--- src/hw/rtl/deadline_ordered_timer_queue_core_macros.svh ---
// ----------------------------------------------------------------------------
// deadline ordered timer queue: assertion macros
// concurrent assertion wrappers, removed when ASSERT_OFF is defined
// ----------------------------------------------------------------------------
`ifndef DEADLINE_ORDERED_TIMER_QUEUE_CORE_MACROS_SVH
`define DEADLINE_ORDERED_TIMER_QUEUE_CORE_MACROS_SVH

`ifndef ASSERT_OFF
// checked property, off while in reset
`define DOT_ASSERT(lbl, clk, rst_n, prop, msg) \
	lbl: assert property (@(posedge clk) disable iff (!rst_n) prop) else $error(msg);
// implication whose consequent is checked in the next cycle, off while in reset
`define DOT_ASSERT_NEXT(lbl, clk, rst_n, pre, post, msg) \
	lbl: assert property (@(posedge clk) disable iff (!rst_n) pre |=> post) else $error(msg);
`else
`define DOT_ASSERT(lbl, clk, rst_n, prop, msg)
`define DOT_ASSERT_NEXT(lbl, clk, rst_n, pre, post, msg)
`endif

`endif

--- src/hw/rtl/dot_pkg.sv ---
// ----------------------------------------------------------------------------
// dot_pkg
// shared types and constants of the deadline ordered timer queue
// ----------------------------------------------------------------------------
package dot_pkg;

	localparam int NUM_SLOTS_DEF = 16;
	localparam int SLOT_BITS     = 4;
	localparam int DELAY_W       = 32;
	localparam int NOW_W         = 48;
	localparam int WAIT_W        = 32;
	localparam int PROD_W        = 42;
	localparam int DL_W          = 50;

	localparam int REM_W      = 10;
	localparam int DIV_W      = 42;
	localparam int PRE_SH     = 3;
	localparam int Z_W        = DIV_W - PRE_SH;
	localparam int LO_W       = 20;
	localparam int HI_W       = Z_W - LO_W;
	localparam int PART_W     = 26;
	localparam int BASE_W     = 33;
	localparam int RECIP_W    = 27;
	localparam int RECIP_SH   = 33;
	localparam int RPROD_W    = PART_W + RECIP_W;
	localparam int DIV_CYCLES = 3;
	localparam int DIV_CNT_W  = $clog2(DIV_CYCLES + 1);

	localparam logic [REM_W-1:0] MS_US    = 10'd1000;
	localparam logic [REM_W-1:0] ROUND_UP = 10'd999;

	// 2^20 = 125 * 8388 + 76; ceil(2^33 / 125)
	localparam logic [PART_W-1:0]  HI_REM    = 26'd76;
	localparam logic [BASE_W-1:0]  HI_QUO    = 33'd8388;
	localparam logic [RECIP_W-1:0] RECIP_125 = 27'd68719477;

	localparam logic [WAIT_W-1:0] WAIT_EMPTY = 32'hFFFF_FFFF;
	localparam logic [WAIT_W-1:0] WAIT_SAT   = 32'hFFFF_FFFE;
	localparam logic signed [DL_W-1:0] SAT_LIMIT = 50'sd4294967294000;

	typedef enum logic [1:0] {
		ACT_SCHEDULE   = 2'd0,
		ACT_RESCHEDULE = 2'd1,
		ACT_CANCEL     = 2'd2,
		ACT_POLL       = 2'd3
	} action_t;

	typedef struct packed {
		action_t                    action;
		logic [SLOT_BITS-1:0]       slot_id;
		logic signed [DELAY_W-1:0]  dly_ms;
		logic [NOW_W-1:0]           now_us;
	} req_item_t;

	typedef struct packed {
		logic                  fired;
		logic [SLOT_BITS-1:0]  fired_slot;
		logic [WAIT_W-1:0]     next_wait_ms;
		logic                  last_result;
	} rsp_item_t;

	typedef struct packed {
		logic                    valid;
		logic [SLOT_BITS-1:0]    slot;
		logic signed [DL_W-1:0]  dl;
	} entry_t;

	typedef enum logic [1:0] {
		CELL_HOLD,
		CELL_REMOVE,
		CELL_INSERT
	} cell_op_t;

	typedef struct packed {
		cell_op_t                op;
		logic [SLOT_BITS-1:0]    slot;
		logic signed [DL_W-1:0]  dl;
	} cell_ctl_t;

	typedef enum logic [3:0] {
		ST_IDLE,
		ST_PREP,
		ST_REMOVE,
		ST_INSERT,
		ST_POLL,
		ST_WSUB,
		ST_WCHK,
		ST_DIV,
		ST_EMIT
	} dot_state_t;

endpackage

--- src/hw/rtl/dot_cell.sv ---
// ----------------------------------------------------------------------------
// dot_cell
// one place of the sorted timer list; shifts with its neighbours
// ----------------------------------------------------------------------------
module dot_cell import dot_pkg::*; #(
	parameter int IW  = 4,
	parameter int IDX = 0
) (
	input  logic           clk,
	input  logic           arst_n,
	input  cell_ctl_t      ctl,
	input  logic [IW-1:0]  rm_idx,
	input  entry_t         left,
	input  logic           left_shift,
	input  entry_t         right,
	output entry_t         entry,
	output logic           shift,
	output logic           match
);

	logic                    valid_q;
	logic [SLOT_BITS-1:0]    slot_q;
	logic signed [DL_W-1:0]  dl_q;
	entry_t                  cur;
	entry_t                  nxt;

	assign cur   = '{valid: valid_q, slot: slot_q, dl: dl_q};
	assign entry = cur;

	// new deadline goes at or before this place; equal deadlines stay ahead
	assign shift = !valid_q || (dl_q > ctl.dl);
	assign match = valid_q && (slot_q == ctl.slot);

	always_comb begin
		nxt = cur;
		case (ctl.op)
			CELL_REMOVE: begin
				if (IW'(IDX) >= rm_idx) begin
					nxt = right;
				end
			end
			CELL_INSERT: begin
				if (shift) begin
					nxt = left_shift ? left : '{valid: 1'b1, slot: ctl.slot, dl: ctl.dl};
				end
			end
			default: begin
				nxt = cur;
			end
		endcase
	end

	always_ff @(posedge clk or negedge arst_n) begin
		if (!arst_n) begin
			valid_q <= 1'b0;
		end else begin
			valid_q <= nxt.valid;
		end
	end

	always_ff @(posedge clk) begin
		slot_q <= nxt.slot;
		dl_q   <= nxt.dl;
	end

endmodule

--- config.mk ---
export PLATFORM = sky130hd
export DESIGN_NAME = dot_cell
export DESIGN_NICKNAME = d
export VERILOG_FILES = /design/src/hw/rtl/deadline_ordered_timer_queue_core_macros.svh /design/src/hw/rtl/dot_pkg.sv /design/src/hw/rtl/dot_cell.sv
export SDC_FILE = /design/constraint.sdc
export NUM_CORES = 1
export LEC_CHECK = 0
export BUFFER_PORTS_ARGS = -buffer_cell sky130_fd_sc_hd__buf_2
export CORE_ASPECT_RATIO = 0.8
export CORE_MARGIN = 2
export CORE_UTILIZATION = 45
export CTS_BUF_LIST = sky130_fd_sc_hd__clkbuf_8
export CTS_CLUSTER_DIAMETER = 30
export CTS_CLUSTER_SIZE = 10
export DETAILED_ROUTE_END_ITERATION = 16
export GPL_TIMING_DRIVEN = 0
export PLACE_DENSITY_LB_ADDON = 0.05
export SETUP_SLACK_MARGIN = 0.5
export SKIP_CTS_REPAIR_TIMING = 1
export SLEW_MARGIN = 20
export SYNTH_ARGS = -nofsm -noshare
export SYNTH_HDL_FRONTEND = slang
export SYNTH_SLANG_ARGS = --single-unit
--- constraint.sdc ---
create_clock -name clk -period 9.5 [get_ports clk]
set_clock_uncertainty 0.05 [all_clocks]
set_input_delay 0.475 -clock clk [delete_from_list [all_inputs] [get_ports clk]]
set_output_delay 0.475 -clock clk [all_outputs]
set_load 0.01 [all_outputs]
==> key figures <==
Power and ir drop
  – Net Sw Frac: 0.311
  – Worst vdd ir: 0.0000754 V
  – Pwr dens: 121 nW/um^2
  – Total leakage power: 2.99 nW
  – Tot Pwr: 0.673 mW
  – Sw Pwr: 0.209 mW
  – Sequential Power Share: 0.466
  – Internal power: 0.464 mW
  – Gate power share: 0.317
  – Clock power frac: 0.217

Yosys
  – Synth top area cells: edfxtp_1, ha_1, mux2i_1
  – Mapped Cells: 436
  – Mapped cell area: 4170 um^2
  – Post-synth cell types: 42
  – Mapped Nets: 659
  – Synth top area share: 0.389
  – Top_reg_cell synth: edfxtp_1
  – Ys Warns: 0
  – Syn Area/Cell: 9.56 um^2
  – Yosys top cell by area: edfxtp_1
  – #FFs+latches synth: 55
  – Post-synthesis async set-or-reset flop share: 0.0182
  – Share of the yosys chip area belonging to registers: 0.395
  – Post-synth EDFFs: 54

Setup path
  – Crit path DAT: 3.15 ns
  – Startpoint type of the worst setup path: flip-flop
  – Critical path class: flip-flop to primary output
  – Worst r2r src: dl_q[40]
  – Reg-to-reg slack, setup: 5.88 ns
  – FF-to-FF End: dl_q[43]
  – Worst R2R Path Depth: 8
  – CP Max Fanout: 4
  – Worst setup EP type: primary output
  – WP data required: 8.98 ns

Placed design
  – Placed Cells: 779
  – Final HPWL DP: 9.45 mm
  – Port bufs: 228
  – Final Wtd Congestion: 0.838
  – Setup Slack @ Placement: 5.64 ns

Drt
  – Via count: 4003
  – Routed wire per std cell: 14.8 um
  – First DRT Iteration DRCs: 137
  – Vias per Instance: 5.08
  – DRT antenna net count: 0
  – DR pass1 iterations: 5
  – Total wire length: 11.6 mm
  – DRC viols: 0

STA
  – Final worst-path cycle share: 0.387
  – Hold slack: 0.350 ns
  – Final WS setup: 5.82 ns
  – Slew @ Worst Pin: 0.880 ns
  – Final Critical Period: 3.68 ns
  – RSZ-0062 raised after global routing: false
  – Setup TNS: 0 ns
  – Final count of negative-setup-slack endpoints: 0
  – Slew headroom: 0.413
  – Max Freq: 272 MHz
  – Final Max Tran Viols: 0
  – Fin. Hold Viols: 0

Min path
  – Worst Hold Depth: 2
  – Hold Path End: valid_q
  – HP Start: left[54]
  – HP Class: input port to flip-flop

Global route
  – Total grt overflow: 0
  – Largest net degree at the start of global routing: 55
  – GRT Util Overall: 0.230
  – Initial antenna violation count: 1
  – Number of global-route vias before repair: 4034
  – Global-route wire length before repair: 18.8 mm

Clocking
  – Htree depth: 2
  – CTS Buf Count: 5
  – Total clock sinks: 55
  – Reg clk slew, reported paths: 0.11 ns
  – Clk_lat worst skew: 0.32 ns
  – Clk root buf: clkbuf_8
  – Clk buf depth: 2
  – CTS tree: yes

Cells and area
  – Final std cells w/o fill: 788
  – Layout overhead on the synthesized area: 33.5%
  – Share of post-route cells with drive strength above 1: 0.358
  – Fill count: 825
  – Nets: 895
  – Ant diodes: 0

Floorplan
  – Core area: 9040 um^2
  – Initial core utilization: 0.461
  – Die Y-Extent: 90.1 um
  – Die Area: 10100 um^2
  – Boundary Pins: 230
  – Horiz. Die Dim: 112 um
  – Rows: 31

Run status
  – Status: complete, no violations

Run
  – Max-Cap Viols: 0
Yosys cell counts (2+ instances only):
cell and number:
a21o_1 7, a21oi_1 14, a221oi_1 2, and4_1 3, buf_1 4, clkbuf_1 14
edfxtp_1 54, ha_1 50, inv_1 56, mux2i_1 55, nand2_1 69, nand3_1 3
nand4_1 7, nor2_1 4, nor2b_1 2, nor3_1 3, nor4_1 2, o21ai_0 60
o221ai_1 2, xor2_1 3
area by class of cell:
class | instances | area (um^2) | share of cell area
plain buffers | 19 | 75.1 | 0.0135
inverters | 56 | 210 | 0.0378
flip-flops and latches | 55 | 1650 | 0.296
clock inverters | 1 | 3.75 | 0.000674
multi-input cells | 306 | 2240 | 0.402
repair buffers | 229 | 1150 | 0.207
well taps | 115 | 144 | 0.0258
clock buffers | 7 | 96.3 | 0.0173
worst max-delay path by stage:
stage | startpoint | endpoint | slack (ns)
final | dl_q[40] | shift | 5.82
after detailed placement | ctl[49] | dl_q[16] | 5.64
after CTS | dl_q[40] | shift | 5.79
after floorplan | ctl[37] | dl_q[0] | 6.10
after global routing | dl_q[49] | shift | 5.56
after global placement | ctl[49] | dl_q[14] | 5.33
power by group through the flow:
stage / sequential [mW] / clock [mW] / combinational (mW)
2_1_floorplan: 0.330 / 0 / 0.106
3_3_place_gp: 0.319 / 0 / 0.208
3_5_place_dp: 0.319 / 0 / 0.214
4_1_cts: 0.314 / 0.151 / 0.216
5_1_grt: 0.317 / 0.160 / 0.241
6_report: 0.314 / 0.146 / 0.213
cell families (layout without fill, tap and decap cells):
kind of cell / after synthesis / count (layout) / synth area share
adder cells (fa/ha/maj): 50 / 50 / 0.150
XOR/XNOR: 4 / 4 / 0.00840
AO/OA/AOI/OAI: 97 / 97 / 0.134
multiplexers: 56 / 56 / 0.136
buffers and inverters: 75 / 312 / 0.0684
AND/OR/NAND/NOR: 99 / 99 / 0.108
flip-flops: 55 / 55 / 0.395
layer usage:
layer	share of wire	vias up	GRT usage
met2	0.48	137	0.398
met3	0.068	14	0.0526
li1	-	2025	-
met5	0.0011	-	0
met1	0.44	1825	0.294
met4	0.011	2	0.0545
sequential cells by signal (all words and copies together), names as in the netlist:
name / cells
slot_q: 4
dl_q: 50
valid_q: 1
worst max-delay path, stage by stage (launching register included):
cell       delay (ns)
edfxtp_1         0.41
ha_1             0.34
and4_1           0.23
nor4bb_1         0.69
nand4_1          0.29
o2bb2ai_1        0.21
or3_4            0.15
mux2_4           0.30
nand2_1          0.07
buf_2            0.14
through the flow:
| step | util | cell area [um^2] |
|---|---|---|
| finish | 0.616 | 5570 |
| global route | 0.616 | 5570 |
| CTS | 0.615 | 5560 |
| detailed placement | 0.604 | 5460 |
| global placement | 0.603 | 5450 |
| floorplan | - | 4170 |
layout by cell type, fill, tap and decap left out, types with 7 or more instances in the layout:
master / Yosys / routed
buf_2: 0 / 228
nand2_1: 69 / 69
o21ai_0: 60 / 60
inv_1: 56 / 57
mux2i_1: 55 / 55
edfxtp_1: 54 / 54
ha_1: 50 / 50
clkbuf_1: 14 / 14
a21oi_1: 14 / 14
nand4_1: 7 / 7
a21o_1: 7 / 7
clkbuf_8: 0 / 7
(Power assumes the default switching activity.)
