<file path="src/hw/rtl/deadline_ordered_timer_queue_core_macros.svh">
// ----------------------------------------------------------------------------
// deadline ordered timer queue: assertion macros
// concurrent assertion wrappers, removed when ASSERT_OFF is defined
// ----------------------------------------------------------------------------
`ifndef DEADLINE_ORDERED_TIMER_QUEUE_CORE_MACROS_SVH
`define DEADLINE_ORDERED_TIMER_QUEUE_CORE_MACROS_SVH

`ifndef ASSERT_OFF
// checked property, off while in reset
`define DOT_ASSERT(lbl, clk, rst_n, prop, msg) \
	lbl: assert property (@(posedge clk) disable iff (!rst_n) prop) else $error(msg);
// implication whose consequent is checked in the next cycle, off while in reset
`define DOT_ASSERT_NEXT(lbl, clk, rst_n, pre, post, msg) \
	lbl: assert property (@(posedge clk) disable iff (!rst_n) pre |=> post) else $error(msg);
`else
`define DOT_ASSERT(lbl, clk, rst_n, prop, msg)
`define DOT_ASSERT_NEXT(lbl, clk, rst_n, pre, post, msg)
`endif

`endif

</file>
<file path="src/hw/rtl/dot_pkg.sv">
// ----------------------------------------------------------------------------
// dot_pkg
// shared types and constants of the deadline ordered timer queue
// ----------------------------------------------------------------------------
package dot_pkg;

	localparam int NUM_SLOTS_DEF = 16;
	localparam int SLOT_BITS     = 4;
	localparam int DELAY_W       = 32;
	localparam int NOW_W         = 48;
	localparam int WAIT_W        = 32;
	localparam int PROD_W        = 42;
	localparam int DL_W          = 50;

	localparam int REM_W      = 10;
	localparam int DIV_W      = 42;
	localparam int PRE_SH     = 3;
	localparam int Z_W        = DIV_W - PRE_SH;
	localparam int LO_W       = 20;
	localparam int HI_W       = Z_W - LO_W;
	localparam int PART_W     = 26;
	localparam int BASE_W     = 33;
	localparam int RECIP_W    = 27;
	localparam int RECIP_SH   = 33;
	localparam int RPROD_W    = PART_W + RECIP_W;
	localparam int DIV_CYCLES = 3;
	localparam int DIV_CNT_W  = $clog2(DIV_CYCLES + 1);

	localparam logic [REM_W-1:0] MS_US    = 10'd1000;
	localparam logic [REM_W-1:0] ROUND_UP = 10'd999;

	// 2^20 = 125 * 8388 + 76; ceil(2^33 / 125)
	localparam logic [PART_W-1:0]  HI_REM    = 26'd76;
	localparam logic [BASE_W-1:0]  HI_QUO    = 33'd8388;
	localparam logic [RECIP_W-1:0] RECIP_125 = 27'd68719477;

	localparam logic [WAIT_W-1:0] WAIT_EMPTY = 32'hFFFF_FFFF;
	localparam logic [WAIT_W-1:0] WAIT_SAT   = 32'hFFFF_FFFE;
	localparam logic signed [DL_W-1:0] SAT_LIMIT = 50'sd4294967294000;

	typedef enum logic [1:0] {
		ACT_SCHEDULE   = 2'd0,
		ACT_RESCHEDULE = 2'd1,
		ACT_CANCEL     = 2'd2,
		ACT_POLL       = 2'd3
	} action_t;

	typedef struct packed {
		action_t                    action;
		logic [SLOT_BITS-1:0]       slot_id;
		logic signed [DELAY_W-1:0]  dly_ms;
		logic [NOW_W-1:0]           now_us;
	} req_item_t;

	typedef struct packed {
		logic                  fired;
		logic [SLOT_BITS-1:0]  fired_slot;
		logic [WAIT_W-1:0]     next_wait_ms;
		logic                  last_result;
	} rsp_item_t;

	typedef struct packed {
		logic                    valid;
		logic [SLOT_BITS-1:0]    slot;
		logic signed [DL_W-1:0]  dl;
	} entry_t;

	typedef enum logic [1:0] {
		CELL_HOLD,
		CELL_REMOVE,
		CELL_INSERT
	} cell_op_t;

	typedef struct packed {
		cell_op_t                op;
		logic [SLOT_BITS-1:0]    slot;
		logic signed [DL_W-1:0]  dl;
	} cell_ctl_t;

	typedef enum logic [3:0] {
		ST_IDLE,
		ST_PREP,
		ST_REMOVE,
		ST_INSERT,
		ST_POLL,
		ST_WSUB,
		ST_WCHK,
		ST_DIV,
		ST_EMIT
	} dot_state_t;

endpackage

</file>
<file path="src/hw/rtl/dot_wait_div.sv">
// ----------------------------------------------------------------------------
// dot_wait_div
// divide by 1000 through a reciprocal multiply over three pipeline stages
// ----------------------------------------------------------------------------
module dot_wait_div import dot_pkg::*; (
	input  logic               clk,
	input  logic               arst_n,
	input  logic               start,
	input  logic [DIV_W-1:0]   dividend,
	output logic               busy,
	output logic [WAIT_W-1:0]  quotient
);

	logic                  busy_q;
	logic [DIV_CNT_W-1:0]  cnt_q;
	logic [Z_W-1:0]        dvd_q;
	logic [HI_W-1:0]       hi;
	logic [LO_W-1:0]       lo;
	logic [PART_W-1:0]     part_s1;
	logic [BASE_W-1:0]     base_s1;
	logic [RPROD_W-1:0]    rprod_s2;
	logic [BASE_W-1:0]     base_s2;
	logic [WAIT_W-1:0]     quo_q;

	// dividend / 8 = hi * 2^20 + lo, then divide by 125
	assign hi = dvd_q[Z_W-1 -: HI_W];
	assign lo = dvd_q[LO_W-1:0];

	always_ff @(posedge clk or negedge arst_n) begin
		if (!arst_n) begin
			busy_q <= 1'b0;
			cnt_q  <= '0;
		end else if (start) begin
			busy_q <= 1'b1;
			cnt_q  <= DIV_CNT_W'(DIV_CYCLES);
		end else if (busy_q) begin
			cnt_q <= cnt_q - 1'b1;
			if (cnt_q == DIV_CNT_W'(1)) begin
				busy_q <= 1'b0;
			end
		end
	end

	// quotient fits in 32 bits
	always_ff @(posedge clk) begin
		if (start) begin
			dvd_q <= dividend[DIV_W-1:PRE_SH];
		end
		part_s1  <= PART_W'(hi) * HI_REM + PART_W'(lo);
		base_s1  <= BASE_W'(hi) * HI_QUO;
		rprod_s2 <= RPROD_W'(part_s1) * RPROD_W'(RECIP_125);
		base_s2  <= base_s1;
		quo_q    <= WAIT_W'(base_s2 + BASE_W'(rprod_s2[RPROD_W-1:RECIP_SH]));
	end

	assign busy     = busy_q;
	assign quotient = quo_q;

endmodule

</file>
<file path="config.mk">
export PLATFORM = sky130hd
export DESIGN_NAME = dot_wait_div
export DESIGN_NICKNAME = d
export VERILOG_FILES = /design/src/hw/rtl/deadline_ordered_timer_queue_core_macros.svh /design/src/hw/rtl/dot_pkg.sv /design/src/hw/rtl/dot_wait_div.sv
export SDC_FILE = /design/constraint.sdc
export NUM_CORES = 1
export LEC_CHECK = 0
export ABC_CLOCK_PERIOD_IN_PS = 9500
export CAP_MARGIN = 20
export CORE_ASPECT_RATIO = 1.1
export CORE_MARGIN = 4
export CORE_UTILIZATION = 72
export CTS_CLUSTER_DIAMETER = 30
export DETAILED_ROUTE_END_ITERATION = 16
export DONT_BUFFER_PORTS = 1
export PLACE_DENSITY_LB_ADDON = 0.25
export SLEW_MARGIN = 10
export SYNTH_ARGS = -nofsm -noshare
export SYNTH_HDL_FRONTEND = slang
export SYNTH_SLANG_ARGS = --single-unit
</file>
<file path="constraint.sdc">
create_clock -name clk -period 9.5 [get_ports clk]
set_input_delay 0.95 -clock clk [delete_from_list [all_inputs] [get_ports clk]]
set_output_delay 0.95 -clock clk [all_outputs]
set_load 0.01 [all_outputs]
</file>
==> flow_summary.toml <==
[die]
core_sq_um = 28600
placement_rows = 65
floorplan.die.width_um = 170
io_pins = 78
dieHeight_um = 187
initial_core_util = 0.729
die_area_sq_um = 31800

[routing]
wl_met2_um = 24400
m1WireLength_um = 18300
detail_route.first_pass.iterations = 5
remaining_drc_errors = 0
routed_wirelength_um = 47000
ant_nets = 0
vias = 14400
wire_per_inst_um = 18.8
dr_wl_met3_um = 2030
topRoutingLayerUsed = "met4"
routed_via_density = 5.75
drt-initial-drc-count = 727

[logic_synthesis]
synth_seq_area_share = 0.192
yosys_top_cell_by_area = "ha_1"
synth-warning-count = 0
postSynthCellCount = 2102
synthMostInstantiatedCell = "inv_1"
syn-cell-area_sq_um = 20900
synth_area_leaders = "ha_1, fa_1, dfxtp_1"
async_flop_share = 0.0167
yosys_register_bits = 180
synth_cell_type_count = 65
synth_nets = 2843
synth_ff_type = "dfxtp_1"
yosys.area.top_type_share = 0.264
avgSynthCellArea_sq_um = 9.93
synth_enable_flop_cells = 39
synth_commonest_cells = "inv_1, ha_1, fa_1, dfxtp_1, nor2_1"

[grt]
grt_first_pass_wirelength_um = 78300
grt-ovfl-total = 0
largest_net_degree_at_the_start_of_global_routing = 41
gr-usage-all-layers = 0.312
first_global_vias = 15700
grt_antenna_before_repair = 2

[final_layout]
area_delta_synth_final_pct = 5.22
num-nets-final = 2860
layout-drive-gt1-share = 0.0183
final_non_filler_cell_total = 2501
nFillCells = 1934

[sta]
finalSetupTns_ns = 0
drv_slew = 0
timing.final.setup_violations = 0
clock_skew_ns = 0.0178
worst-slew-pin-transition_ns = 0.720
min_period_ns = 7.44
grt_setup_unrepaired = "false"
finalCritPeriodShare = 0.783
worst_slew_margin_rel = 0.520
report.final.hold_viol_count = 0
max_freq_ghz = 0.134

[placement]
place.detailed.hpwl_um = 38800
gp_weighted_congestion = 0.972
numPlacedInstances = 2468
buffer_ports.inserted = 0

[clock_tree]
clock_buffers_created_by_tritoncts = 17
root_buffer = "clkbuf_16"
post_cts_resize_count = 0
cts_num_sinks = 180
post_cts.repair.setup_buffers = 0
clk-insertion-delay-late_ns = 0.46
clockBufferDepth = 2
cts_hold_buffers = 0
clk_pin_slew_ns = 0.08
depth_of_the_cts_h_tree = 4
tritoncts = "done"

[status]
status = "finished clean"

[run]
maxCapViolCount = 0

[critical_path]
cp-startpoint = "part_s1[15]"
worst_path_required_ns = 9.86
worst_setup_path_end_kind = "flop"
r2r-start = "part_s1[15]"
arrival_ns = 7.80
worst_setup_sp_type = "flop"
cp_max_fo = 9
critPathKind = "flop to flop"

[min_path]
min-delay-path-class = "input pin to async pin"
-- layout make-up --
| class | instances | area, sq um | area share |
|---|---|---|---|
| Clock inverter | 15 | 209 | 0.00952 |
| Inverter | 577 | 2170 | 0.0987 |
| Antenna cell | 1 | 2.50 | 0.000114 |
| Multi-Input combinational cell | 1343 | 14700 | 0.669 |
| Sequential cell | 180 | 4010 | 0.183 |
| Clock buffer | 17 | 425 | 0.0194 |
| Tap cell | 368 | 460 | 0.0210 |
-- critical path, cell delays in order (launching register included) --
cell and delay [ns]:
dfxtp_1 0.74, inv_1 0.20, ha_1 0.43, fa_1 0.51, inv_1 0.05, fa_1 0.51
inv_1 0.07, fa_1 0.52, inv_1 0.05, fa_1 0.49, fa_1 0.51, inv_1 0.06
fa_1 0.47, inv_1 0.04, ha_1 0.30, o21ai_1 0.19, o22ai_1 0.09, o31ai_1 0.36
o211ai_1 0.23, o211ai_1 0.49, a31oi_1 0.26, nor2_1 0.32, o221ai_1 0.23, a21o_1 0.22
-- cells in the final DEF (no fill, tap or decap), types with 11 or more instances in the layout --
| cell | synthesis | routed |
|---|---|---|
| a21o_1 | 51 | 51 |
| inv_1 | 577 | 577 |
| fa_1 | 255 | 255 |
| nand2_1 | 64 | 64 |
| xnor2_1 | 66 | 66 |
| o21a_1 | 18 | 18 |
| nand3_1 | 14 | 14 |
| o21ai_1 | 19 | 19 |
| nand4_1 | 14 | 14 |
| a31oi_1 | 12 | 12 |
| o21ai_0 | 28 | 28 |
| edfxtp_1 | 39 | 39 |
| and3_1 | 11 | 11 |
| a21oi_1 | 74 | 74 |
| a211oi_1 | 18 | 18 |
| xor2_1 | 26 | 26 |
| nor2_1 | 75 | 75 |
| ha_1 | 441 | 441 |
| nor3_1 | 17 | 17 |
| nand2b_1 | 16 | 16 |
| clkbuf_16 | 0 | 17 |
| o21bai_1 | 14 | 14 |
| dfxtp_1 | 138 | 138 |
-- routing by layer --
layer,global-route usage,vias up
li1,-,6819
met3,0.0481,144
met1,0.363,7021
met2,0.566,395
met4,0.131,0
met5,0,-
-- stage by stage --
stage	cell area, sq um	hold slack [ns]	util	setup slack, ns
2_1_floorplan	20900	0.310	-	3.49
3_3_place_gp	21300	0.310	0.745	2.32
3_5_place_dp	21300	0.312	0.745	2.24
4_1_cts	22000	0.168	0.767	2.20
5_1_grt	22000	0.166	0.767	1.79
6_report	22000	0.172	0.767	2.06
-- cells by family (layout without fill, tap and decap cells) --
logic type / count (synthesis) / count (layout) / share of synthesized area
buffers and inverters: 579 / 609 / 0.104
flip-flops: 180 / 180 / 0.192
XOR/XNOR: 92 / 92 / 0.0386
multiplexers: 1 / 1 / 0.000540
other: 0 / 1 / 0
adder cells (fa/ha/maj): 696 / 696 / 0.509
AO/OA/AOI/OAI: 298 / 298 / 0.0958
AND/OR/NAND/NOR: 256 / 256 / 0.0595
-- sequential cells by signal, indices dropped and copies added, names as in the netlist --
| signal | flops |
|---|---|
| dvd_q | 39 |
| base_s1 | 30 |
| busy | 1 |
| cnt_q | 2 |
| base_s2 | 30 |
| part_s1 | 26 |
| rprod_s2 | 20 |
| quotient | 32 |
-- final timing paths --
path	endpoint	slack, ns	cells after the start
worst min register to register	base_s2[13]	0.33	0
worst max-delay path	rprod_s2[52]	2.06	23
worst max register to register	rprod_s2[52]	2.06	23
min in group clk	base_s2[13]	0.33	0
worst min-delay path	cnt_q[1]	0.17	0
max in group asynchronous	cnt_q[0]	9.26	0
Power is left out: the tool's default activity adds up to more than one toggle a clock period on the data nets, which glitch-free logic cannot reach.
